File: src/rtl/bale_pkg.sv
// Shared constants, operation and status codes, and controller/datapath
// command and status structs for the bounded array list engine.
// No dependencies.
`default_nettype none

package bale_pkg;

    // List sizing
    localparam int CAPACITY  = 8;
    localparam int IDX_W     = (CAPACITY > 1) ? $clog2(CAPACITY) : 1;
    localparam int CNT_W     = $clog2(CAPACITY + 1);

    // Field widths
    localparam int OP_W      = 4;
    localparam int WORD_W    = 32;
    localparam int POS_W     = 8;
    localparam int FIDX_W    = 6;
    localparam int STAT_W    = 3;

    // Stream bus widths (whole bytes)
    localparam int S_TDATA_W = 72;
    localparam int M_TDATA_W = 40;

    // Remainder unit: dividend bits consumed per cycle
    localparam int REM_BITS  = 4;
    localparam int REM_STEPS = WORD_W / REM_BITS;
    localparam int REM_CNT_W = (REM_STEPS > 1) ? $clog2(REM_STEPS) : 1;

    // Request operations
    localparam logic [OP_W-1:0] OP_INS_FRONT = 4'd0;
    localparam logic [OP_W-1:0] OP_INS_BACK  = 4'd1;
    localparam logic [OP_W-1:0] OP_INS_AT    = 4'd2;
    localparam logic [OP_W-1:0] OP_DEL_FRONT = 4'd3;
    localparam logic [OP_W-1:0] OP_DEL_BACK  = 4'd4;
    localparam logic [OP_W-1:0] OP_DEL_AT    = 4'd5;
    localparam logic [OP_W-1:0] OP_SEARCH    = 4'd6;
    localparam logic [OP_W-1:0] OP_LIST_ALL  = 4'd7;
    localparam logic [OP_W-1:0] OP_ROTATE    = 4'd8;

    // Result status codes
    localparam logic [STAT_W-1:0] STAT_OK       = 3'd0;
    localparam logic [STAT_W-1:0] STAT_FULL     = 3'd1;
    localparam logic [STAT_W-1:0] STAT_EMPTY    = 3'd2;
    localparam logic [STAT_W-1:0] STAT_BADPOS   = 3'd3;
    localparam logic [STAT_W-1:0] STAT_NOTFOUND = 3'd4;

    // Commands from controller to datapath
    typedef struct packed {
        logic              capture;     // latch the accepted request
        logic              ins;         // insert at the effective position
        logic              del_load;    // point the read index at the delete position
        logic              del_exec;    // take the word out and close the gap
        logic              rem_start;   // start rotate-count reduction
        logic              rot_step;    // rotate the filled part right by one
        logic              idx_inc;     // advance the read index
        logic              load;        // load the result register
        logic              load_entry;  // result word from the read port
        logic              load_idx;    // result index from the read index
        logic              load_last;
        logic [STAT_W-1:0] load_status;
    } bale_cmd_t;

    // Status from datapath to controller
    typedef struct packed {
        logic [OP_W-1:0] op;
        logic            full;
        logic            empty;
        logic            ins_bad;
        logic            del_bad;
        logic            neg_rot;
        logic            rem_busy;
        logic            rot_done;
        logic            hit;
        logic            scan_end;
        logic            out_free;
    } bale_stat_t;

endpackage

`default_nettype wire

File: src/rtl/bale_rem.sv
// Remainder unit: reduces a 32-bit dividend modulo the fill count,
// REM_BITS dividend bits per cycle. Depends on bale_pkg.
`default_nettype none

module bale_rem
    import bale_pkg::*;
(
    input  wire logic              aclk,
    input  wire logic              aresetn,
    input  wire logic              start,
    input  wire logic [WORD_W-1:0] dividend,
    input  wire logic [CNT_W-1:0]  divisor,
    output logic                   busy,
    output logic [CNT_W-1:0]       remainder
);

    logic                 busy_reg, busy_next;
    logic [REM_CNT_W-1:0] cnt_reg, cnt_next;
    logic [WORD_W-1:0]    dvd_reg, dvd_next;
    logic [CNT_W-1:0]     div_reg, div_next;
    logic [CNT_W-1:0]     rem_reg, rem_next;
    logic [CNT_W:0]       acc;

    // Restoring remainder over one digit of REM_BITS bits
    always_comb begin
        acc = {1'b0, rem_reg};
        for (int k = 0; k < REM_BITS; k++) begin
            acc = {acc[CNT_W-1:0], dvd_reg[WORD_W-1-k]};
            if (acc >= {1'b0, div_reg}) begin
                acc = acc - {1'b0, div_reg};
            end
        end
    end

    // Load on start, then shift one digit a cycle until all are consumed
    always_comb begin
        busy_next = busy_reg;
        cnt_next  = cnt_reg;
        dvd_next  = dvd_reg;
        div_next  = div_reg;
        rem_next  = rem_reg;
        if (start) begin
            busy_next = 1'b1;
            cnt_next  = '0;
            dvd_next  = dividend;
            div_next  = divisor;
            rem_next  = '0;
        end else if (busy_reg) begin
            rem_next = acc[CNT_W-1:0];
            dvd_next = dvd_reg << REM_BITS;
            cnt_next = cnt_reg + 1'b1;
            if (cnt_reg == REM_CNT_W'(REM_STEPS - 1)) begin
                busy_next = 1'b0;
            end
        end
    end

    always_ff @(posedge aclk) begin
        if (!aresetn) begin
            busy_reg <= 1'b0;
        end else begin
            busy_reg <= busy_next;
        end
    end

    always_ff @(posedge aclk) begin
        cnt_reg <= cnt_next;
        dvd_reg <= dvd_next;
        div_reg <= div_next;
        rem_reg <= rem_next;
    end

    assign busy      = busy_reg;
    assign remainder = rem_reg;

endmodule

`default_nettype wire

File: src/rtl/bale_dp.sv
// Datapath: request registers, list storage with shift network, read port,
// remainder unit and result register. Depends on bale_pkg and bale_rem.
`default_nettype none

module bale_dp
    import bale_pkg::*;
(
    input  wire logic              aclk,
    input  wire logic              aresetn,
    input  wire bale_cmd_t         cmd,
    output bale_stat_t             stat,
    input  wire logic [OP_W-1:0]   in_op,
    input  wire logic [WORD_W-1:0] in_item_value,
    input  wire logic [POS_W-1:0]  in_position,
    input  wire logic [WORD_W-1:0] in_rotate_count,
    input  wire logic              out_ready,
    output logic                   out_valid,
    output logic [STAT_W-1:0]      out_status,
    output logic [WORD_W-1:0]      out_data_word,
    output logic [FIDX_W-1:0]      out_found_index,
    output logic                   out_last
);

    // Request registers
    logic [OP_W-1:0]   op_reg;
    logic [WORD_W-1:0] value_reg;
    logic [POS_W-1:0]  position_reg;
    logic [WORD_W-1:0] rc_reg;

    // List state
    logic [WORD_W-1:0] entries_reg  [CAPACITY];
    logic [WORD_W-1:0] entries_next [CAPACITY];
    logic [CNT_W-1:0]  fill_count_reg, fill_count_next;

    // Working registers
    logic [IDX_W-1:0]  idx_reg, idx_next;
    logic [IDX_W-1:0]  rot_cnt_reg, rot_cnt_next;
    logic [WORD_W-1:0] word_reg, word_next;

    // Result register
    logic              out_valid_reg, out_valid_next;
    logic [STAT_W-1:0] out_status_reg;
    logic [WORD_W-1:0] out_word_reg;
    logic [FIDX_W-1:0] out_index_reg;
    logic              out_last_reg;

    logic [CNT_W-1:0]  fill_m1;
    logic [POS_W-1:0]  ins_pos;
    logic [POS_W-1:0]  del_pos;
    logic [WORD_W-1:0] rd_word;
    logic              rem_busy;
    logic [CNT_W-1:0]  rem_val;
    logic              out_free;

    assign fill_m1  = fill_count_reg - 1'b1;
    assign rd_word  = entries_reg[idx_reg];
    assign out_free = !out_valid_reg || out_ready;

    // Resolve the effective insert and delete positions
    always_comb begin
        case (op_reg)
            OP_INS_FRONT: ins_pos = '0;
            OP_INS_BACK:  ins_pos = POS_W'(fill_count_reg);
            default:      ins_pos = position_reg;
        endcase
        case (op_reg)
            OP_DEL_FRONT: del_pos = '0;
            OP_DEL_BACK:  del_pos = POS_W'(fill_m1);
            default:      del_pos = position_reg;
        endcase
    end

    // Reduce the rotate count modulo the fill
    bale_rem u_rem (
        .aclk      (aclk),
        .aresetn   (aresetn),
        .start     (cmd.rem_start),
        .dividend  (rc_reg),
        .divisor   (fill_count_reg),
        .busy      (rem_busy),
        .remainder (rem_val)
    );

    // Status back to the controller
    always_comb begin
        stat.op       = op_reg;
        stat.full     = (fill_count_reg == CNT_W'(CAPACITY));
        stat.empty    = (fill_count_reg == '0);
        stat.ins_bad  = (ins_pos > POS_W'(fill_count_reg));
        stat.del_bad  = (del_pos >= POS_W'(fill_count_reg));
        stat.neg_rot  = rc_reg[WORD_W-1];
        stat.rem_busy = rem_busy;
        stat.rot_done = (rot_cnt_reg == rem_val[IDX_W-1:0]);
        stat.hit      = (rd_word == value_reg);
        stat.scan_end = (CNT_W'(idx_reg) == fill_m1);
        stat.out_free = out_free;
    end

    // Shift network: insert opens a gap, delete closes one, rotate moves right
    always_comb begin
        for (int i = 0; i < CAPACITY; i++) begin
            entries_next[i] = entries_reg[i];
        end
        if (cmd.ins) begin
            for (int i = 0; i < CAPACITY; i++) begin
                if (IDX_W'(i) == ins_pos[IDX_W-1:0]) begin
                    entries_next[i] = value_reg;
                end else if (i > 0 && IDX_W'(i) > ins_pos[IDX_W-1:0]) begin
                    entries_next[i] = entries_reg[(i > 0) ? i - 1 : 0];
                end
            end
        end else if (cmd.del_exec) begin
            for (int i = 0; i < CAPACITY - 1; i++) begin
                if (IDX_W'(i) >= idx_reg) begin
                    entries_next[i] = entries_reg[i + 1];
                end
            end
        end else if (cmd.rot_step) begin
            entries_next[0] = rd_word;
            for (int i = 1; i < CAPACITY; i++) begin
                entries_next[i] = entries_reg[i - 1];
            end
        end
    end

    // Fill count, read index, rotate counter and removed word
    always_comb begin
        fill_count_next = fill_count_reg;
        idx_next        = idx_reg;
        rot_cnt_next    = rot_cnt_reg;
        word_next       = word_reg;
        if (cmd.capture) begin
            idx_next  = '0;
            word_next = '0;
        end
        if (cmd.ins) begin
            fill_count_next = fill_count_reg + 1'b1;
        end
        if (cmd.del_load) begin
            idx_next = del_pos[IDX_W-1:0];
        end
        if (cmd.del_exec) begin
            word_next       = rd_word;
            fill_count_next = fill_count_reg - 1'b1;
        end
        if (cmd.rem_start) begin
            idx_next     = fill_m1[IDX_W-1:0];
            rot_cnt_next = '0;
        end
        if (cmd.rot_step) begin
            rot_cnt_next = rot_cnt_reg + 1'b1;
        end
        if (cmd.idx_inc) begin
            idx_next = idx_reg + 1'b1;
        end
    end

    // Result register: hold until taken, refill when free
    always_comb begin
        out_valid_next = out_valid_reg;
        if (cmd.load) begin
            out_valid_next = 1'b1;
        end else if (out_ready) begin
            out_valid_next = 1'b0;
        end
    end

    always_ff @(posedge aclk) begin
        if (!aresetn) begin
            fill_count_reg <= '0;
            out_valid_reg  <= 1'b0;
        end else begin
            fill_count_reg <= fill_count_next;
            out_valid_reg  <= out_valid_next;
        end
    end

    always_ff @(posedge aclk) begin
        for (int i = 0; i < CAPACITY; i++) begin
            entries_reg[i] <= entries_next[i];
        end
        idx_reg     <= idx_next;
        rot_cnt_reg <= rot_cnt_next;
        word_reg    <= word_next;
        if (cmd.capture) begin
            op_reg       <= in_op;
            value_reg    <= in_item_value;
            position_reg <= in_position;
            rc_reg       <= in_rotate_count;
        end
        if (cmd.load) begin
            out_status_reg <= cmd.load_status;
            out_word_reg   <= cmd.load_entry ? rd_word : word_reg;
            out_index_reg  <= cmd.load_idx ? FIDX_W'(idx_reg) : '0;
            out_last_reg   <= cmd.load_last;
        end
    end

    assign out_valid       = out_valid_reg;
    assign out_status      = out_status_reg;
    assign out_data_word   = out_word_reg;
    assign out_found_index = out_index_reg;
    assign out_last        = out_last_reg;

`ifndef NO_ASSERTIONS
    a_fill_bound: assert property (@(posedge aclk) disable iff (!aresetn)
        fill_count_reg <= CNT_W'(CAPACITY))
        else $error("fill count exceeds capacity");

    a_no_overwrite: assert property (@(posedge aclk) disable iff (!aresetn)
        cmd.load |-> out_free)
        else $error("result register loaded while a result is pending");

    a_ins_grows: assert property (@(posedge aclk) disable iff (!aresetn)
        cmd.ins |=> fill_count_reg == $past(fill_count_reg) + 1'b1)
        else $error("insert did not grow the list by one");

    a_del_nonempty: assert property (@(posedge aclk) disable iff (!aresetn)
        cmd.del_exec |-> fill_count_reg != '0 && CNT_W'(idx_reg) < fill_count_reg)
        else $error("delete outside the filled part");
`endif

endmodule

`default_nettype wire

File: src/rtl/bale_ctrl.sv
// Controller state machine: sequences each request through checks, shifts,
// scans, rotate steps and result loads. Depends on bale_pkg.
`default_nettype none

module bale_ctrl
    import bale_pkg::*;
(
    input  wire logic       aclk,
    input  wire logic       aresetn,
    input  wire logic       req_valid,
    output logic            req_ready,
    input  wire bale_stat_t stat,
    output bale_cmd_t       cmd
);

    localparam logic [2:0] S_IDLE = 3'd0;
    localparam logic [2:0] S_EXEC = 3'd1;
    localparam logic [2:0] S_DEL  = 3'd2;
    localparam logic [2:0] S_SCAN = 3'd3;
    localparam logic [2:0] S_LIST = 3'd4;
    localparam logic [2:0] S_REM  = 3'd5;
    localparam logic [2:0] S_ROT  = 3'd6;
    localparam logic [2:0] S_EMIT = 3'd7;

    logic [2:0]        state_reg, state_next;
    logic [STAT_W-1:0] status_reg, status_next;

    assign req_ready = (state_reg == S_IDLE);

    // Next state, final status and datapath commands
    always_comb begin
        state_next  = state_reg;
        status_next = status_reg;
        cmd         = '0;
        case (state_reg)
            S_IDLE: begin
                if (req_valid) begin
                    cmd.capture = 1'b1;
                    state_next  = S_EXEC;
                end
            end
            S_EXEC: begin
                state_next  = S_EMIT;
                status_next = STAT_OK;
                case (stat.op)
                    OP_INS_FRONT, OP_INS_BACK, OP_INS_AT: begin
                        if (stat.full) begin
                            status_next = STAT_FULL;
                        end else if (stat.ins_bad) begin
                            status_next = STAT_BADPOS;
                        end else begin
                            cmd.ins = 1'b1;
                        end
                    end
                    OP_DEL_FRONT, OP_DEL_BACK, OP_DEL_AT: begin
                        if (stat.empty) begin
                            status_next = STAT_EMPTY;
                        end else if (stat.del_bad) begin
                            status_next = STAT_BADPOS;
                        end else begin
                            cmd.del_load = 1'b1;
                            state_next   = S_DEL;
                        end
                    end
                    OP_SEARCH: begin
                        if (stat.empty) begin
                            status_next = STAT_EMPTY;
                        end else begin
                            state_next = S_SCAN;
                        end
                    end
                    OP_LIST_ALL: begin
                        if (stat.empty) begin
                            status_next = STAT_EMPTY;
                        end else begin
                            state_next = S_LIST;
                        end
                    end
                    OP_ROTATE: begin
                        if (stat.empty) begin
                            status_next = STAT_EMPTY;
                        end else if (!stat.neg_rot) begin
                            cmd.rem_start = 1'b1;
                            state_next    = S_REM;
                        end
                    end
                    default: begin
                        status_next = STAT_OK;
                    end
                endcase
            end
            S_DEL: begin
                cmd.del_exec = 1'b1;
                state_next   = S_EMIT;
            end
            S_SCAN: begin
                // Walk entries from the front until a match or the end
                if (stat.hit) begin
                    status_next = STAT_OK;
                    state_next  = S_EMIT;
                end else if (stat.scan_end) begin
                    status_next = STAT_NOTFOUND;
                    state_next  = S_EMIT;
                end else begin
                    cmd.idx_inc = 1'b1;
                end
            end
            S_LIST: begin
                // Emit one entry per free result slot
                if (stat.out_free) begin
                    cmd.load        = 1'b1;
                    cmd.load_entry  = 1'b1;
                    cmd.load_idx    = 1'b1;
                    cmd.load_last   = stat.scan_end;
                    cmd.load_status = STAT_OK;
                    if (stat.scan_end) begin
                        state_next = S_IDLE;
                    end else begin
                        cmd.idx_inc = 1'b1;
                    end
                end
            end
            S_REM: begin
                if (!stat.rem_busy) begin
                    state_next = S_ROT;
                end
            end
            S_ROT: begin
                if (stat.rot_done) begin
                    status_next = STAT_OK;
                    state_next  = S_EMIT;
                end else begin
                    cmd.rot_step = 1'b1;
                end
            end
            S_EMIT: begin
                if (stat.out_free) begin
                    cmd.load        = 1'b1;
                    cmd.load_last   = 1'b1;
                    cmd.load_status = status_reg;
                    cmd.load_idx    = (stat.op == OP_SEARCH) && (status_reg == STAT_OK);
                    state_next      = S_IDLE;
                end
            end
            default: begin
                state_next = S_IDLE;
            end
        endcase
    end

    always_ff @(posedge aclk) begin
        if (!aresetn) begin
            state_reg <= S_IDLE;
        end else begin
            state_reg <= state_next;
        end
    end

    always_ff @(posedge aclk) begin
        status_reg <= status_next;
    end

`ifndef NO_ASSERTIONS
    a_rot_after_rem: assert property (@(posedge aclk) disable iff (!aresetn)
        state_reg == S_ROT |-> !stat.rem_busy)
        else $error("rotate steps started before the count was reduced");

    a_one_shift: assert property (@(posedge aclk) disable iff (!aresetn)
        $countones({cmd.ins, cmd.del_exec, cmd.rot_step}) <= 1)
        else $error("more than one list update in a cycle");

    a_load_slot: assert property (@(posedge aclk) disable iff (!aresetn)
        cmd.load |-> stat.out_free)
        else $error("result issued with no free slot");
`endif

endmodule

`default_nettype wire

File: src/rtl/bounded_array_list_engine.sv
// Bounded array list engine: an ordered list of up to CAPACITY signed words.
// Channels: s_* carries one request per handshake (op in s_tuser, operands in
// s_tdata); m_* returns result items (status in m_tuser, word and index in
// m_tdata, m_tlast on the final result of each request).
// Every request yields exactly one result, except list-all on a non-empty
// list, which yields one result per entry in index order.
// A search walks the list from the front, one entry compared per cycle, until
// a match or the end; a rotate first reduces the count in the remainder unit
// (4 count bits a cycle) and then takes r single-place rotate steps,
// r = count mod fill.
// Throughput: one request in flight at a time; s_tready rises once the final
// result sits in the output register, so the next request is taken while
// that result still waits.
// Reset: aresetn low for one clock empties the list and drops any result.
// A stalled m_tready holds the output register; a list-all run pauses with it.
`default_nettype none

module bounded_array_list_engine
    import bale_pkg::*;
(
    input  wire logic                 aclk,
    input  wire logic                 aresetn,
    input  wire logic                 s_tvalid,
    output logic                      s_tready,
    input  wire logic [S_TDATA_W-1:0] s_tdata,  // item_value[31:0], position[39:32],
                                                // rotate_count[71:40]
    input  wire logic [OP_W-1:0]      s_tuser,  // op[3:0]
    output logic                      m_tvalid,
    input  wire logic                 m_tready,
    output logic [M_TDATA_W-1:0]      m_tdata,  // data_word[31:0], found_index[37:32],
                                                // zero fill [39:38]
    output logic [STAT_W-1:0]         m_tuser,  // status[2:0]
    output logic                      m_tlast
);

    bale_cmd_t         cmd;
    bale_stat_t        stat;
    logic [WORD_W-1:0] data_word;
    logic [FIDX_W-1:0] found_index;

    // Sequence requests
    bale_ctrl u_ctrl (
        .aclk      (aclk),
        .aresetn   (aresetn),
        .req_valid (s_tvalid),
        .req_ready (s_tready),
        .stat      (stat),
        .cmd       (cmd)
    );

    // Hold the list and the result register
    bale_dp u_dp (
        .aclk            (aclk),
        .aresetn         (aresetn),
        .cmd             (cmd),
        .stat            (stat),
        .in_op           (s_tuser),
        .in_item_value   (s_tdata[WORD_W-1:0]),
        .in_position     (s_tdata[WORD_W +: POS_W]),
        .in_rotate_count (s_tdata[WORD_W+POS_W +: WORD_W]),
        .out_ready       (m_tready),
        .out_valid       (m_tvalid),
        .out_status      (m_tuser),
        .out_data_word   (data_word),
        .out_found_index (found_index),
        .out_last        (m_tlast)
    );

    // Pack the result word and index, zero-filled to whole bytes
    assign m_tdata = {{(M_TDATA_W - WORD_W - FIDX_W){1'b0}}, found_index, data_word};

endmodule

`default_nettype wire
File: config.mk
export PLATFORM = sky130hd
export DESIGN_NAME = bounded_array_list_engine
export DESIGN_NICKNAME = d
export VERILOG_FILES = /design/src/rtl/bale_pkg.sv /design/src/rtl/bale_rem.sv /design/src/rtl/bale_dp.sv /design/src/rtl/bale_ctrl.sv /design/src/rtl/bounded_array_list_engine.sv
export SDC_FILE = /design/constraint.sdc
export NUM_CORES = 1
export LEC_CHECK = 0
export ABC_AREA = 0
export BUFFER_PORTS_ARGS = -buffer_cell sky130_fd_sc_hd__buf_2
export CAP_MARGIN = 5
export CORE_ASPECT_RATIO = 0.5
export CORE_MARGIN = 2
export CORE_UTILIZATION = 42
export DETAILED_ROUTE_END_ITERATION = 8
export HOLD_SLACK_MARGIN = 0.12
export SYNTH_ARGS = -nofsm -noshare
export SYNTH_HDL_FRONTEND = slang
export SYNTH_SLANG_ARGS = --single-unit
File: constraint.sdc
create_clock -name aclk -period 5.9 [get_ports aclk]
set_input_delay 0.295 -clock aclk [delete_from_list [all_inputs] [get_ports aclk]]
set_output_delay 0.295 -clock aclk [all_outputs]
set_load 0.005 [all_outputs]
==> impl_metrics.json, run 1 <==
{
  "synth_area_leader_cell": "edfxtp_1",
  "synth_most_common_cell": "nand2_1",
  "path_max_fanout": 4,
  "grt_pass1_vias": 17028,
  "portBuffers": 120,
  "diodes": 0,
  "grt_max_degree": 82,
  "routed_via_density": 5.87,
  "fin_crit_sh_pct": 97.4,
  "grt_overflow_total": 0,
  "power-per-cell-area_nw_per_um2": 538,
  "cts-root-buf": "clkbuf_16",
  "core_region_area_um2": 55700,
  "p_total_mw": 14.9,
  "critPathKind": "reg -> reg",
  "place_inst": 2859,
  "die_h_um": 172,
  "worstSkewPairLatency_ns": 0.58,
  "period_minus_slack_ns": 5.75,
  "synth.cell_area_um2": 23700,
  "layout_setup_ws_ns": 0.154,
  "fp-row-count": 61,
  "cp.required_ns": 6.35,
  "yosysUniqueCellTypes": 68,
  "max_freq_mhz": 174,
  "maxCapViolCount": 0,
  "grt_pass1_wl_um": 107000,
  "wl_per_cell_um": 23.4,
  "fin_cells": 3030,
  "netlist_instances": 2089,
  "avgSynthCellArea_um2": 11.4,
  "hold_class": "in -> reg",
  "die_w_um": 340,
  "start_util_pct": 42.6,
  "drc": 0,
  "setup_viol": 0,
  "maxSlewHeadroom_pct": 26.4,
  "clockBufferDepth": 3,
  "synth_top_cells_by_count": "nand2_1 (542), edfxtp_1 (448), a22oi_1 (231)",
  "dp_slack_ns": -0.146,
  "fin_area_um2": 27600,
  "track_usage_pct": 24.1,
  "ioPinCount": 126,
  "multiInputGateArea_um2": 9410,
  "met2WireLength_um": 31500,
  "routed_wl_um": 70800,
  "tritoncts": "done",
  "status": "completed",
  "wl_met3_um": 6880,
  "path_clk_slew_ns": 0.07,
  "clock_sink_count": 467,
  "ir_drop_mv": 0.286,
  "drt-initial-drc-count": 2349,
  "critPathCaptureType": "flip-flop",
  "dpl-instance-area_um2": 25200,
  "postRouteAntennaNets": 0,
  "synth-seq-cells": 467,
  "synth_top_area_share_pct": 56.7,
  "dp_hpwl_um": 42500,
  "setup_tns_ns": 0,
  "worstMarginPinSlew_ns": 1.10,
  "met1_length_um": 30900,
  "numCtsBuffers": 45,
  "fillers": 4943,
  "final-hold-violation-count": 0,
  "top_layer": "met4",
  "leakagePower_nw": 10.5,
  "ys.flop_type": "edfxtp_1",
  "antenna_found_initial": 1,
  "async_flop_share_pct": 0,
  "ys_warn_count": 0,
  "worstSetupStartpointType": "flip-flop",
  "ff_latch_area_um2": 13800,
  "synth_area_leaders": "edfxtp_1 (57%), nand2_1 (8.6%), a22oi_1 (7.3%), mux2i_1 (3.2%), mux4_2 (3.0%)",
  "areaGrowthSynthToFinish_pct": 16.4,
  "drt_pass1_iterations": 5,
  "vias": 17796,
  "synth_edf_count": 448,
  "drive_above_1_share_pct": 15.8,
  "fin_skew_ns": 0.0321,
  "yosysSeqAreaShare_pct": 58.3,
  "final_nets": 2358,
  "slew_violations": 0,
  "largest_reg_flops": 256,
  "dieArea_um2": 58500,
  "htree_levels": 2,
  "gp_congestion": 0.896,
  "crit_arrival_ns": 6.20
}
## layout by cell type (no fill, tap or decap), types with 6 or more instances in the layout
| cell type | n |
|---|---|
| a21oi_1 | 24 |
| or3_1 | 11 |
| and3_1 | 13 |
| clkbuf_16 | 45 |
| nor3_1 | 17 |
| a211oi_1 | 6 |
| mux2_1 | 38 |
| buf_2 | 120 |
| a21o_1 | 12 |
| buf_4 | 63 |
| nand2b_1 | 16 |
| o21ai_0 | 82 |
| edfxtp_1 | 448 |
| nand2_1 | 539 |
| nor2b_1 | 9 |
| o21ai_1 | 6 |
| ha_1 | 27 |
| mux4_2 | 32 |
| clkbuf_1 | 8 |
| nand3_1 | 13 |
| clkinv_1 | 13 |
| or2_2 | 12 |
| mux2_2 | 8 |
| nor2_1 | 59 |
| nor3_2 | 9 |
| dfxtp_1 | 16 |
| a22o_1 | 16 |
| o21a_1 | 8 |
| and2_1 | 11 |
| mux2i_1 | 76 |
| clkinv_2 | 8 |
| a22oi_1 | 231 |
| xnor2_1 | 25 |
| xor2_1 | 14 |
| nor2_2 | 6 |
| dlygate4sd3_1 | 77 |
| inv_1 | 31 |
| o22ai_1 | 10 |
## stage by stage
stage / hold slack, ns / utilization [%]
2_1_floorplan: 0.394 / -
3_3_place_gp: 0.471 / 45.3
3_5_place_dp: 0.473 / 45.3
4_1_cts: 0.153 / 49.3
5_1_grt: 0.219 / 49.6
6_report: 0.186 / 49.6
## cells by family (layout without fill, tap and decap cells)
family                   after synthesis  in the layout  share of synthesized area [%]
multiplexers                         157            157                           8.66
XOR/XNOR                              39             39                           1.44
flip-flops                           467            467                           58.3
AO/OA/AOI/OAI                        436            436                           12.8
buffers and inverters                199            380                           3.39
AND/OR/NAND/NOR                      754            754                           13.4
other                                  1              5                         0.0158
adder cells (fa/ha/maj)               36             36                           2.02
## routing by layer
| metal | GRT usage (%) | vias up |
|---|---|---|
| met5 | 0 | - |
| met4 | 5.46 | 0 |
| met3 | 4.29 | 114 |
| met2 | 37.3 | 933 |
| met1 | 35.3 | 8732 |
| li1 | - | 8017 |
## cell type report
cell class | instances | share of cell area [%]
tap | 756 | 3.42
timing repair buffer | 264 | 6.96
multi-input combinational | 1427 | 34.0
inverter | 37 | 0.503
clock buffer | 53 | 4.18
sequential | 467 | 50.1
clock inverter | 26 | 0.801
## worst max-delay path, cell delays in order (launching register included)
cell and delay, ns:
edfxtp_1 0.40, inv_2 0.10, ha_4 0.20, nor2b_2 0.14
o21a_1 0.22, o31ai_4 0.24, and2_4 0.23, mux2i_4 0.26
inv_2 0.07, ha_4 0.24, a21o_1 0.20, a221oi_4 0.31
buf_4 0.18, mux2i_1 0.24, ha_1 0.31, a21o_1 0.20
a21oi_2 0.15, o21ai_2 0.10, or2_4 0.29, buf_4 0.16
mux2_2 0.31, ha_4 0.29, a21oi_2 0.05, o211ai_1 0.11
buf_4 0.19, nor2_1 0.05, or3_4 0.38
## final timing paths
path                                                             end                          startpoint  cells after the start  slack, ns
worst max-delay path            u_dp.u_rem.remainder[0]$_SDFFE_PP0P_     u_dp.u_rem.div_reg[1]$_DFFE_PP_                     26       0.15
worst min-delay path                u_ctrl.state_reg[0]$_SDFFE_PN0P_                            s_tvalid                      5       0.19
worst max register to register  u_dp.u_rem.remainder[0]$_SDFFE_PP0P_     u_dp.u_rem.div_reg[1]$_DFFE_PP_                     26       0.15
worst min register to register    u_dp.u_rem.cnt_reg[1]$_SDFFE_PP0P_  u_dp.u_rem.cnt_reg[1]$_SDFFE_PP0P_                      2       0.50
## power breakdown
part	switching (mW)	internal [mW]
clock network	1.29	1.57
registers	0.866	5.19
logic	3.60	2.36
total	5.75	9.12
## timing repair
action                                 in CTS  in global routing
setup endpoints to repair                   3                  4
hold buffers                               77                  0
setup buffers                               8                  9
endpoints found under the hold margin      83                  0
pin swaps                                   1                 14
resized for setup                           4                 19
Power figures use the tool's default switching activity.
==> run 2: changes to the inputs <==
--- a/config.mk
+++ b/config.mk
@@ -5,7 +5,6 @@
 export SDC_FILE = /design/constraint.sdc
 export NUM_CORES = 1
 export LEC_CHECK = 0
-export ABC_AREA = 0
 export BUFFER_PORTS_ARGS = -buffer_cell sky130_fd_sc_hd__buf_2
 export CAP_MARGIN = 5
 export CORE_ASPECT_RATIO = 0.5
@@ -13,6 +12,7 @@
 export CORE_UTILIZATION = 42
 export DETAILED_ROUTE_END_ITERATION = 8
 export HOLD_SLACK_MARGIN = 0.12
+export PLACE_DENSITY = 0.7
 export SYNTH_ARGS = -nofsm -noshare
 export SYNTH_HDL_FRONTEND = slang
 export SYNTH_SLANG_ARGS = --single-unit
==> impl_metrics.json, run 2 (synthesis gave the netlist of run 1 again) <==
{
  "status": "completed",
  "fillers": 4890,
  "pwr-share-comb_pct": 39.7,
  "utilization_pct": 49.5,
  "grt_pass1_vias": 17209,
  "fin_crit_sh_pct": 94.5,
  "clockBufferDepth": 3,
  "grt_overflow_total": 0,
  "critPathKind": "reg -> reg",
  "p_int_mw": 9.02,
  "holdWs_ns": 0.184,
  "final-hold-violation-count": 0,
  "path_max_fanout": 6,
  "power-per-cell-area_nw_per_um2": 535,
  "tritoncts": "done",
  "die_h_um": 172,
  "maxCapViolCount": 0,
  "path_clk_slew_ns": 0.06,
  "slew_violations": 0,
  "portBuffers": 120,
  "routed_via_density": 5.95,
  "worstMarginPinSlew_ns": 1.05,
  "seqPwrFrac_pct": 41.2,
  "drive_above_1_share_pct": 15.3,
  "die_w_um": 340,
  "drt-initial-drc-count": 2482,
  "sw_frac_of_total_pct": 38.9,
  "vias": 18008,
  "clock_power_share_pct": 19.2,
  "wl_per_cell_um": 22.7,
  "worstSkewPairLatency_ns": 0.58,
  "final_nets": 2353,
  "start_util_pct": 42.6,
  "setup_viol": 0,
  "clock_sink_count": 467,
  "largest_reg_flops": 256,
  "hold_class": "in -> reg",
  "maxSlewHeadroom_pct": 29.7,
  "grt_max_degree": 83,
  "core_region_area_um2": 55700,
  "track_usage_pct": 22.8,
  "htree_levels": 2,
  "numCtsBuffers": 45,
  "antenna_found_initial": 1,
  "dp_hpwl_um": 40600,
  "cts-root-buf": "clkbuf_16",
  "ioPinCount": 126,
  "gp_congestion": 0.876,
  "power_switching_mw": 5.74,
  "routed_wl_um": 68700,
  "leakagePower_nw": 10.4,
  "p_total_mw": 14.8,
  "drt_pass1_iterations": 6,
  "diodes": 0,
  "dieArea_um2": 58500,
  "worstSetupStartpointType": "flip-flop",
  "fin_skew_ns": 0.0497,
  "final_common_cell": "nand2_1",
  "drc": 0,
  "critPathCaptureType": "flip-flop",
  "ir_drop_mv": 0.313,
  "max_freq_mhz": 179,
  "postRouteAntennaNets": 0,
  "areaGrowthSynthToFinish_pct": 16.2,
  "cp.required_ns": 6.34,
  "r2r_slack_ns": 0.32,
  "period_minus_slack_ns": 5.58,
  "mostFrequentLayoutCells": "nand2_1 (538), edfxtp_1 (448), a22oi_1 (231)",
  "crit_arrival_ns": 6.02,
  "fp-row-count": 61,
  "grt_pass1_wl_um": 103000
}
## run 2: per-layer routing
layer | vias to the layer above | global-route usage (%) | part of all wire (%)
met5 | - | 0 | 0
met4 | 0 | 6.44 | 2.6
met3 | 146 | 4.76 | 11
met2 | 1076 | 36.5 | 46
met1 | 8788 | 31.7 | 41
li1 | 7998 | - | -
## run 2: timing repair
| action | 4_1_cts | 5_1_grt |
|---|---|---|
| gates resized for setup | 0 | 18 |
| pin swaps | 0 | 7 |
| setup buffers | 1 | 9 |
| setup endpoints to repair | 1 | 4 |
| gates cloned | 0 | 0 |
| hold endpoints to repair | 80 | 0 |
| hold buffers | 78 | 0 |
## run 2: worst max-delay path, stage by stage (launching register included)
cell and delay (ns):
edfxtp_1 0.41, inv_2 0.08, ha_1 0.23, nor2b_1 0.14, o21a_1 0.20, o31ai_4 0.24, and2_4 0.23, mux2i_2 0.23
inv_1 0.10, ha_4 0.23, a21o_1 0.20, a221oi_4 0.31, mux2i_2 0.27, ha_1 0.27, a21o_1 0.16, a21o_1 0.18
a21oi_2 0.14, o21ai_2 0.10, or2_4 0.30, a21oi_4 0.16, ha_4 0.22, o21ai_2 0.05, nand2b_1 0.06, a21o_1 0.19
a21oi_2 0.13, o211ai_1 0.10, and4b_1 0.19, or3_1 0.35
## run 2: final cells by class
type	instances	area (um2)	area share, %
clock inverters	21	171	0.622
clock buffers	62	1230	4.47
inverters	37	139	0.504
multi-input cells	1427	9380	34.0
well taps	756	946	3.43
repair buffers	259	1870	6.78
flip-flops and latches	467	13800	50.2
## run 2: final timing paths
path	startpoint	to	depth (start not counted)
setup / recovery	u_dp.u_rem.div_reg[1]$_DFFE_PP_	u_dp.u_rem.remainder[0]$_SDFFE_PP0P_	27
hold / removal	s_tvalid	u_ctrl.state_reg[0]$_SDFFE_PN0P_	5
setup reg to reg	u_dp.u_rem.div_reg[1]$_DFFE_PP_	u_dp.u_rem.remainder[0]$_SDFFE_PP0P_	27
hold reg to reg	u_dp.u_rem.cnt_reg[1]$_SDFFE_PP0P_	u_dp.u_rem.cnt_reg[1]$_SDFFE_PP0P_	2
## run 2: stage by stage
step                setup slack (ns)  cell area (um2)  cells  setup TNS (ns)
finish                         0.322            27600   3029               0
global route                 -0.0110            27600   3029         -0.0110
CTS                           0.0101            27400   3020               0
detailed placement           -0.0529            25200   2858         -0.0529
global placement              0.0391            25200   2858               0
floorplan                    -0.0692            23800   2093         -0.0692
## run 2: power groups by stage
stage | combinational, mW | sequential [mW] | clock [mW]
6_report | 5.85 | 6.08 | 2.83
4_1_cts | 5.57 | 6.05 | 2.86
5_1_grt | 6.33 | 6.18 | 2.99
3_3_place_gp | 5.37 | 6.09 | 0
3_5_place_dp | 5.50 | 6.10 | 0
2_1_floorplan | 3.98 | 5.63 | 0
